==> config.mk <==
export PLATFORM = sky130hd
export DESIGN_NAME = arq_link_controller_top
export DESIGN_NICKNAME = d
export VERILOG_FILES = /design/src/rtl/alc_pkg.sv /design/src/rtl/arq_link_controller_top.sv /design/src/rtl/alc_ram.sv /design/src/rtl/alc_core.sv
export SDC_FILE = /design/constraint.sdc
export NUM_CORES = 1
export LEC_CHECK = 0
export ABC_AREA = 1
export BUFFER_PORTS_ARGS = -buffer_cell sky130_fd_sc_hd__buf_4
export CORE_MARGIN = 5
export CORE_UTILIZATION = 30
export CTS_CLUSTER_SIZE = 12
export DETAILED_ROUTE_END_ITERATION = 8
export GPL_ROUTABILITY_DRIVEN = 0
export SLEW_MARGIN = 20
export SYNTH_ARGS = -nofsm -noshare
export SYNTH_HDL_FRONTEND = slang
export SYNTH_SLANG_ARGS = --single-unit
==> constraint.sdc <==
create_clock -name clk -period 3.1 [get_ports clk]
set_input_delay 0.465 -clock clk [delete_from_list [all_inputs] [get_ports clk]]
set_output_delay 0.465 -clock clk [all_outputs]
set_load 0.03 [all_outputs]
==> src/rtl/alc_pkg.sv <==
// ---------------------------------------------------------------------------
// ARQ link controller package
// Shared constants, codes and types of the stop-and-wait link controller.
// ---------------------------------------------------------------------------
`default_nettype none

package alc_pkg;

  localparam int QUEUE_DEPTH = 4;
  localparam int PTR_W = (QUEUE_DEPTH > 1) ? $clog2(QUEUE_DEPTH) : 1;
  localparam int CNT_W = $clog2(QUEUE_DEPTH + 1);

  localparam int HANDLE_W = 8;
  localparam int ID_W = 2;
  localparam int ENTRY_W = HANDLE_W + ID_W;
  localparam int RETRY_W = 4;
  localparam int RXID_W = 3;

  localparam logic [RXID_W-1:0] NO_ID = 3'd4;
  localparam logic [RETRY_W-1:0] RETRY_LIMIT_RST = 4'd15;

  localparam logic [1:0] ACT_SEND = 2'd0;
  localparam logic [1:0] ACT_TICK = 2'd1;
  localparam logic [1:0] ACT_ACK  = 2'd2;
  localparam logic [1:0] ACT_DATA = 2'd3;

  localparam logic [2:0] KIND_TX_DATA = 3'd0;
  localparam logic [2:0] KIND_TX_ACK  = 3'd1;
  localparam logic [2:0] KIND_SUCCESS = 3'd2;
  localparam logic [2:0] KIND_FAILED  = 3'd3;
  localparam logic [2:0] KIND_READY   = 3'd4;
  localparam logic [2:0] KIND_FULL    = 3'd5;
  localparam logic [2:0] KIND_INVALID = 3'd6;

  localparam logic REG_LINK_MODE   = 1'b0;
  localparam logic REG_RETRY_LIMIT = 1'b1;

  typedef struct packed {
    logic               link_mode;
    logic [RETRY_W-1:0] retry_limit;
  } cfg_t;

  typedef struct packed {
    logic [2:0]          kind;
    logic [HANDLE_W-1:0] handle;
    logic [ID_W-1:0]     id;
    logic                last;
  } res_t;

  typedef enum logic [2:0] {
    ST_IDLE  = 3'b001,
    ST_FETCH = 3'b010,
    ST_DRAIN = 3'b100
  } state_t;

endpackage

`default_nettype wire

==> src/rtl/arq_link_controller_top.sv <==
// ---------------------------------------------------------------------------
// ARQ link controller
// Stop-and-wait link controller with a 2-bit packet ID and a packet queue.
// ---------------------------------------------------------------------------
// Events enter on the in_ stream: tuser carries the event kind (send request,
// retry tick, ack received, data packet received), tdata the buffer handle in
// bits 7..0 and the received packet ID in bits 9..8. Results leave on the
// out_ stream: tuser carries the result kind, tdata the handle in bits 7..0
// and the packet ID in bits 9..8, and tlast marks the final result of an
// event. An event causes zero, one or two results.
// The block takes one event at a time; an event with no result leaves it
// ready for the next. Otherwise the first result follows in the cycle after
// acceptance, and results leave one per cycle while out_tready is high; a
// completion that starts the next queued packet first passes the fetch
// state to read the queue memory. in_tready stays low while results are
// pending, so a stalled receiver holds back the input. Configuration writes
// are registered; the user makes them while the block is idle, which the
// block does not enforce. Reset selects the receiver role, a retry limit of
// 15, an empty queue and no last received ID; no clearing pass is needed.
// ---------------------------------------------------------------------------
`default_nettype none

module arq_link_controller_top (
  input  wire logic        clk,
  input  wire logic        rst_n,
  input  wire logic        cfg_we,
  input  wire logic        cfg_addr,
  input  wire logic [3:0]  cfg_wdata,
  input  wire logic        in_tvalid,
  output      logic        in_tready,
  input  wire logic [1:0]  in_tuser,   // action
  input  wire logic [15:0] in_tdata,   // handle, rx_id, zero fill
  output      logic        out_tvalid,
  input  wire logic        out_tready,
  output      logic [2:0]  out_tuser,  // kind
  output      logic [15:0] out_tdata,  // out_handle, out_id, zero fill
  output      logic        out_tlast
);

  alc_pkg::cfg_t cfg_r, cfg_nxt;

  always_comb begin
    cfg_nxt = cfg_r;
    if (cfg_we) begin
      case (cfg_addr)
        alc_pkg::REG_LINK_MODE:   cfg_nxt.link_mode = cfg_wdata[0];
        alc_pkg::REG_RETRY_LIMIT: cfg_nxt.retry_limit = cfg_wdata;
        default:                  cfg_nxt = cfg_r;
      endcase
    end
  end

  always_ff @(posedge clk) begin
    if (!rst_n) begin
      cfg_r <= '{link_mode: 1'b0, retry_limit: alc_pkg::RETRY_LIMIT_RST};
    end else begin
      cfg_r <= cfg_nxt;
    end
  end

  alc_core u_core (
    .clk       (clk),
    .rst_n     (rst_n),
    .cfg       (cfg_r),
    .in_tvalid (in_tvalid),
    .in_tready (in_tready),
    .in_tuser  (in_tuser),
    .in_tdata  (in_tdata),
    .out_tvalid(out_tvalid),
    .out_tready(out_tready),
    .out_tuser (out_tuser),
    .out_tdata (out_tdata),
    .out_tlast (out_tlast)
  );

endmodule

`default_nettype wire

==> src/rtl/alc_ram.sv <==
// ---------------------------------------------------------------------------
// Generic RAM
// Single write port, single read port, registered read data.
// ---------------------------------------------------------------------------
`default_nettype none

module alc_ram #(
  parameter int WIDTH = 8,
  parameter int DEPTH = 4,
  localparam int AW = (DEPTH > 1) ? $clog2(DEPTH) : 1
) (
  input  wire logic             clk,
  input  wire logic             we,
  input  wire logic [AW-1:0]    waddr,
  input  wire logic [WIDTH-1:0] wdata,
  input  wire logic             re,
  input  wire logic [AW-1:0]    raddr,
  output      logic [WIDTH-1:0] rdata
);

  logic [WIDTH-1:0] mem [DEPTH];

  always_ff @(posedge clk) begin
    if (we) begin
      mem[waddr] <= wdata;
    end
    if (re) begin
      rdata <= mem[raddr];
    end
  end

endmodule

`default_nettype wire

==> src/rtl/alc_core.sv <==
// ---------------------------------------------------------------------------
// ARQ link controller core
// Event sequencer around the packet queue memory, with a two-entry
// result buffer.
// ---------------------------------------------------------------------------
`default_nettype none

module alc_core (
  input  wire logic          clk,
  input  wire logic          rst_n,
  input  wire alc_pkg::cfg_t cfg,
  input  wire logic          in_tvalid,
  output      logic          in_tready,
  input  wire logic [1:0]    in_tuser,
  input  wire logic [15:0]   in_tdata,
  output      logic          out_tvalid,
  input  wire logic          out_tready,
  output      logic [2:0]    out_tuser,
  output      logic [15:0]   out_tdata,
  output      logic          out_tlast
);

  localparam logic [alc_pkg::PTR_W-1:0] PTR_LAST =
    alc_pkg::PTR_W'(alc_pkg::QUEUE_DEPTH - 1);
  localparam logic [alc_pkg::CNT_W-1:0] CNT_FULL =
    alc_pkg::CNT_W'(alc_pkg::QUEUE_DEPTH);

  alc_pkg::state_t state_r, state_nxt;
  logic [alc_pkg::PTR_W-1:0]   rd_ptr_r, rd_ptr_nxt;
  logic [alc_pkg::PTR_W-1:0]   wr_ptr_r, wr_ptr_nxt;
  logic [alc_pkg::CNT_W-1:0]   cnt_r, cnt_nxt;
  logic [alc_pkg::ID_W-1:0]    next_id_r, next_id_nxt;
  logic                        in_flight_r, in_flight_nxt;
  logic [alc_pkg::ENTRY_W-1:0] cur_r, cur_nxt;
  logic [alc_pkg::RETRY_W-1:0] retries_r, retries_nxt;
  logic [alc_pkg::RXID_W-1:0]  last_rx_r, last_rx_nxt;
  alc_pkg::res_t               res0_r, res0_nxt, res1_r, res1_nxt;
  logic                        two_r, two_nxt;
  logic                        idx_r, idx_nxt;

  logic                        ram_we;
  logic [alc_pkg::ENTRY_W-1:0] ram_wdata;
  logic                        ram_re;
  logic [alc_pkg::ENTRY_W-1:0] ram_rdata;

  logic                         accept;
  logic [alc_pkg::HANDLE_W-1:0] hdl;
  logic [alc_pkg::ID_W-1:0]     rid;
  alc_pkg::res_t                res_out;

  assign hdl = in_tdata[alc_pkg::HANDLE_W-1:0];
  assign rid = in_tdata[alc_pkg::HANDLE_W +: alc_pkg::ID_W];
  assign in_tready = (state_r == alc_pkg::ST_IDLE);
  assign accept = in_tvalid && in_tready;

  assign res_out    = idx_r ? res1_r : res0_r;
  assign out_tvalid = (state_r == alc_pkg::ST_DRAIN);
  assign out_tuser  = res_out.kind;
  assign out_tdata  = {6'd0, res_out.id, res_out.handle};
  assign out_tlast  = res_out.last;

  alc_ram #(
    .WIDTH(alc_pkg::ENTRY_W),
    .DEPTH(alc_pkg::QUEUE_DEPTH)
  ) u_queue (
    .clk  (clk),
    .we   (ram_we),
    .waddr(wr_ptr_r),
    .wdata(ram_wdata),
    .re   (ram_re),
    .raddr(rd_ptr_r),
    .rdata(ram_rdata)
  );

  always_comb begin
    state_nxt     = state_r;
    rd_ptr_nxt    = rd_ptr_r;
    wr_ptr_nxt    = wr_ptr_r;
    cnt_nxt       = cnt_r;
    next_id_nxt   = next_id_r;
    in_flight_nxt = in_flight_r;
    cur_nxt       = cur_r;
    retries_nxt   = retries_r;
    last_rx_nxt   = last_rx_r;
    res0_nxt      = res0_r;
    res1_nxt      = res1_r;
    two_nxt       = two_r;
    idx_nxt       = idx_r;
    ram_we        = 1'b0;
    ram_wdata     = {hdl, next_id_r};
    ram_re        = 1'b0;

    case (state_r)
      alc_pkg::ST_IDLE: begin
        if (accept) begin
          res0_nxt = '{kind: alc_pkg::KIND_INVALID, handle: '0, id: '0, last: 1'b1};
          res1_nxt = '{kind: alc_pkg::KIND_TX_DATA, handle: '0, id: '0, last: 1'b1};
          two_nxt  = 1'b0;
          idx_nxt  = 1'b0;
          case (in_tuser)
            alc_pkg::ACT_SEND: begin
              if (!cfg.link_mode) begin
                state_nxt = alc_pkg::ST_DRAIN;
              end else begin
                next_id_nxt = next_id_r + 1'b1;
                if (cnt_r == CNT_FULL) begin
                  res0_nxt.kind = alc_pkg::KIND_FULL;
                  state_nxt = alc_pkg::ST_DRAIN;
                end else begin
                  ram_we     = 1'b1;
                  wr_ptr_nxt = (wr_ptr_r == PTR_LAST) ? '0 : wr_ptr_r + 1'b1;
                  cnt_nxt    = cnt_r + 1'b1;
                  if (!in_flight_r) begin
                    cur_nxt       = {hdl, next_id_r};
                    rd_ptr_nxt    = (rd_ptr_r == PTR_LAST) ? '0 : rd_ptr_r + 1'b1;
                    in_flight_nxt = 1'b1;
                    retries_nxt   = '0;
                    res0_nxt      = '{kind: alc_pkg::KIND_TX_DATA, handle: hdl,
                                      id: next_id_r, last: 1'b1};
                    state_nxt     = alc_pkg::ST_DRAIN;
                  end
                end
              end
            end
            alc_pkg::ACT_TICK, alc_pkg::ACT_ACK: begin
              if (cfg.link_mode && in_flight_r) begin
                if ((in_tuser == alc_pkg::ACT_TICK) && (retries_r < cfg.retry_limit)) begin
                  res0_nxt = '{kind: alc_pkg::KIND_TX_DATA,
                               handle: cur_r[alc_pkg::ID_W +: alc_pkg::HANDLE_W],
                               id: cur_r[alc_pkg::ID_W-1:0], last: 1'b1};
                  retries_nxt = retries_r + 1'b1;
                  state_nxt   = alc_pkg::ST_DRAIN;
                end else begin
                  res0_nxt.kind = (in_tuser == alc_pkg::ACT_TICK) ?
                                  alc_pkg::KIND_FAILED : alc_pkg::KIND_SUCCESS;
                  in_flight_nxt = 1'b0;
                  retries_nxt   = '0;
                  if (cnt_r != '0) begin
                    cnt_nxt = cnt_r - 1'b1;
                  end
                  if (cnt_r > alc_pkg::CNT_W'(1)) begin
                    res0_nxt.last = 1'b0;
                    two_nxt       = 1'b1;
                    ram_re        = 1'b1;
                    state_nxt     = alc_pkg::ST_FETCH;
                  end else begin
                    state_nxt = alc_pkg::ST_DRAIN;
                  end
                end
              end
            end
            default: begin
              if (!cfg.link_mode) begin
                res0_nxt.kind = alc_pkg::KIND_TX_ACK;
                if ({1'b0, rid} != last_rx_r) begin
                  last_rx_nxt   = {1'b0, rid};
                  res0_nxt.last = 1'b0;
                  res1_nxt      = '{kind: alc_pkg::KIND_READY, handle: hdl,
                                    id: '0, last: 1'b1};
                  two_nxt       = 1'b1;
                end
                state_nxt = alc_pkg::ST_DRAIN;
              end
            end
          endcase
        end
      end
      alc_pkg::ST_FETCH: begin
        cur_nxt       = ram_rdata;
        rd_ptr_nxt    = (rd_ptr_r == PTR_LAST) ? '0 : rd_ptr_r + 1'b1;
        in_flight_nxt = 1'b1;
        retries_nxt   = '0;
        res1_nxt      = '{kind: alc_pkg::KIND_TX_DATA,
                          handle: ram_rdata[alc_pkg::ID_W +: alc_pkg::HANDLE_W],
                          id: ram_rdata[alc_pkg::ID_W-1:0], last: 1'b1};
        state_nxt     = alc_pkg::ST_DRAIN;
      end
      alc_pkg::ST_DRAIN: begin
        if (out_tready) begin
          if (two_r && !idx_r) begin
            idx_nxt = 1'b1;
          end else begin
            idx_nxt   = 1'b0;
            state_nxt = alc_pkg::ST_IDLE;
          end
        end
      end
      default: begin
        state_nxt = alc_pkg::ST_IDLE;
      end
    endcase
  end

  always_ff @(posedge clk) begin
    if (!rst_n) begin
      state_r     <= alc_pkg::ST_IDLE;
      rd_ptr_r    <= '0;
      wr_ptr_r    <= '0;
      cnt_r       <= '0;
      next_id_r   <= '0;
      in_flight_r <= 1'b0;
      cur_r       <= '0;
      retries_r   <= '0;
      last_rx_r   <= alc_pkg::NO_ID;
      two_r       <= 1'b0;
      idx_r       <= 1'b0;
    end else begin
      state_r     <= state_nxt;
      rd_ptr_r    <= rd_ptr_nxt;
      wr_ptr_r    <= wr_ptr_nxt;
      cnt_r       <= cnt_nxt;
      next_id_r   <= next_id_nxt;
      in_flight_r <= in_flight_nxt;
      cur_r       <= cur_nxt;
      retries_r   <= retries_nxt;
      last_rx_r   <= last_rx_nxt;
      two_r       <= two_nxt;
      idx_r       <= idx_nxt;
    end
  end

  always_ff @(posedge clk) begin
    res0_r <= res0_nxt;
    res1_r <= res1_nxt;
  end

  a_no_overlap: assert property (@(posedge clk) disable iff (!rst_n)
    !(in_tready && out_tvalid))
    else $error("input and result channels active together");

  a_cnt_range: assert property (@(posedge clk) disable iff (!rst_n)
    cnt_r <= CNT_FULL)
    else $error("queue count above depth");

  a_idle_empty: assert property (@(posedge clk) disable iff (!rst_n)
    (state_r == alc_pkg::ST_IDLE && !in_flight_r) |-> (cnt_r == '0))
    else $error("packets queued with nothing in flight");

  a_fetch_once: assert property (@(posedge clk) disable iff (!rst_n)
    (state_r == alc_pkg::ST_FETCH) |=> (state_r == alc_pkg::ST_DRAIN && two_r))
    else $error("queue fetch not followed by a two-result drain");

endmodule

`default_nettype wire

==> results.toml <==
[outcome]
status = "finished clean"

[yosys]
yosysMostFrequentCell = "nand2_1"
yosys-top-cells-count = "nand2_1, edfxtp_1, nor2_1"
synth_cell_types = 39
synth.ff_latch_count = 112
synth.area.top_cells = "edfxtp_1, dfxtp_1, nand2_1, o21ai_0, nor2_1"
yosysSeqAreaShare = 0.5866
synth_top_family_by_area = "simple AND/OR/NAND/NOR gates"
syn-cell-area_um2 = 5102
synth_xor_area_frac = 0.01030
synth_top_area_cell = "edfxtp_1"
synth_top_flop_cell = "edfxtp_1"
synthArstFlopShare = 0
synth_compound_area_frac = 0.1238
netlist.area_leader.share = 0.4414
netlist_instances = 538
synth-simple-area-share = 0.1746
synth_edf_count = 75
syn_area_per_cell_um2 = 9.484
synthAdderAreaFrac = 0.03923
yosysWarnings = 0
muxShareOfSynthArea = 0

[floorplan]
die_height_um = 140.4
rows = 47
fp.dieW_um = 140.4
coreArea_um2 = 16640
initial_core_util = 0.3066
dieArea_um2 = 19720
io_pins = 50

[setup_path]
crit_buf_inv = 2
required_ps = 3140
path_common_cell = "nand2_1"
crit_chain = "nand3_4 > nor2_4 > nand2_1 > inv_1 > nand2_1 > nor2_1 > buf_4"
crit_slowest_cell = "nor2_4"
cp_data_arrival_time_ps = 2210
slowest_delay_ps = 460
cpLargestDelayFamily = "simple AND/OR/NAND/NOR gates"
critPathLaunchType = "register"
critPathCaptureType = "register"
critical_path_class = "register to register"
cp_max_fo = 18

[clock_network]
h-tree-depth = 3
path_clk_slew_ps = 70
numClockSinks = 112
clkLatencyLatePin_ps = 340
cts_made_buffers = 9
holdBufCountCts = 0
cts_tree = "done"
cts_buffer_depth = 2
cts_setup_buffers = 0
cts_root_buffer = "clkbuf_16"
cts_resized = 0

[route]
wl_per_cell_um = 13.18
vias = 3666
firstDrtPassIters = 4
final_antenna_net_count = 0
drt-vias-per-instance = 4.588
routed_wl_um = 10530
drc_errors = 0
drt_iter0_drc = 197

[global_routing]
overflow = 0
grt_pass1_wl_um = 17440
grt_pass1_vias = 3579
grt_max_degree = 26
antenna_found_initial = 0
track_usage = 0.1086

[layout]
fillers = 1643
final_cell_area_um2 = 5886
num-nets-final = 618
ff_latch_area_um2 = 2993
final_util = 0.3537
antenna_cells = 0
syn2layout_area_growth_pct = 15.35
drive_gt1_frac = 0.1313
multi_input_area_um2 = 1798

[timing]
worst_pin_slew_ps = 640.7
hold_ws_ps = 333.2
slew_headroom = 0.5729
min_period_ps = 2165
hold_viol = 0
rsz0062_at_grt = "false"
skew_ps = 7.332
fin_ws_ps = 934.9
slew_violations = 0
setup_viol = 0
fin_crit_sh = 0.6984
fmax_ghz = 0.4619
final.setup.tns_ps = 0

[flow_run]
maxCapViolations = 0

[placement]
dp_slack_ps = 840.1
port_buffers = 37
hpwlAfterDp_um = 7826
placed_area_um2 = 5604

[pwr]
peakVddDrop_mv = 0.3444
powerDensity_nw_per_um2 = 705.7
leakage_nw = 2.341

[min_path]
hold_class = "input pin to register"
[worst paths after layout]
path	cells after the start	from	to	slack, ps
min reg2reg	2	u_core.last_rx_r[2]	u_core.last_rx_r[2]	450
min	3	cfg_wdata[0]	cfg_r[0]	330
max	7	u_core.state_r[0]	u_core.u_queue.mem[1][5]	930
max reg2reg	7	u_core.state_r[0]	u_core.u_queue.mem[1][5]	930
[worst reg2reg max path, cell delays in order (launching register included)]
cell	delay [ps]
dfxtp_1	430
nand3_4	180
nor2_4	460
nand2_1	160
inv_1	110
nand2_1	170
nor2_1	140
buf_4	220
[registers in the layout (all words and copies together), names as in the netlist, 3 cells and up]
signal                count
u_core.cur_r             10
cfg_r                     5
u_core.res1_r            11
u_core.u_queue.rdata     10
u_core.retries_r          4
u_core.last_rx_r          3
u_core.cnt_r              3
u_core.state_r            3
u_core.res0_r            14
u_core.u_queue.mem       40
[where the power goes]
| group | internal, W | leakage, nW | switching [W] |
|---|---|---|---|
| clock | 0.000573 | 0.137 | 0.000507 |
| combinational | 0.000372 | 1.21 | 0.000767 |
| sequential | 0.00182 | 0.995 | 0.000114 |
| total | 0.00277 | 2.34 | 0.00139 |
[cells by family after synthesis]
| logic type | after synthesis |
|---|---|
| compound gates | 114 |
| xor+xnor | 6 |
| fa+ha+maj | 16 |
| buf+inv | 78 |
| flops | 112 |
| other cells | 1 |
| simple gates | 211 |
[layer usage]
layer | global-route usage | routed length, um | vias up
li1 | - | - | 1882
met3 | 0.02352 | 470 | 6
met5 | 0 | 0 | -
met1 | 0.1317 | 4602 | 1714
met2 | 0.1862 | 5340 | 64
met4 | 0.04589 | 114 | 0
[stage by stage]
stage                     total power [W]  instances
after floorplan                  0.002758        543
after global placement           0.003076        783
after detailed placement         0.003117        783
after CTS                        0.004198        799
after global routing             0.004398        799
final                            0.004154        799
[placed cells by master (no fill, tap or decap), drive strengths merged]
| master | n |
|---|---|
| a31oi | 8 |
| nor3 | 5 |
| clkinvlp | 1 |
| a22oi | 1 |
| or2 | 2 |
| a41oi | 1 |
| nand3 | 15 |
| ha | 16 |
| nand2 | 121 |
| o211ai | 3 |
| a21boi | 1 |
| inv | 55 |
| xnor2 | 1 |
| a21oi | 33 |
| conb | 6 |
| a211oi | 3 |
| buf | 44 |
| clkbuf | 11 |
| xor2 | 5 |
| dfxtp | 37 |
| nand4 | 6 |
| o21ai | 54 |
| edfxtp | 75 |
| o22ai | 10 |
| nor2 | 62 |
| clkinv | 3 |
[area by class of cell]
type	count	share of cell area
flip-flops and latches	112	0.5085
multi-input cells	353	0.3055
repair buffers	44	0.05612
well taps	220	0.04677
clock buffers	11	0.04124
inverters	54	0.03529
clock inverters	5	0.006590
Power figures use the tool's default switching activity.
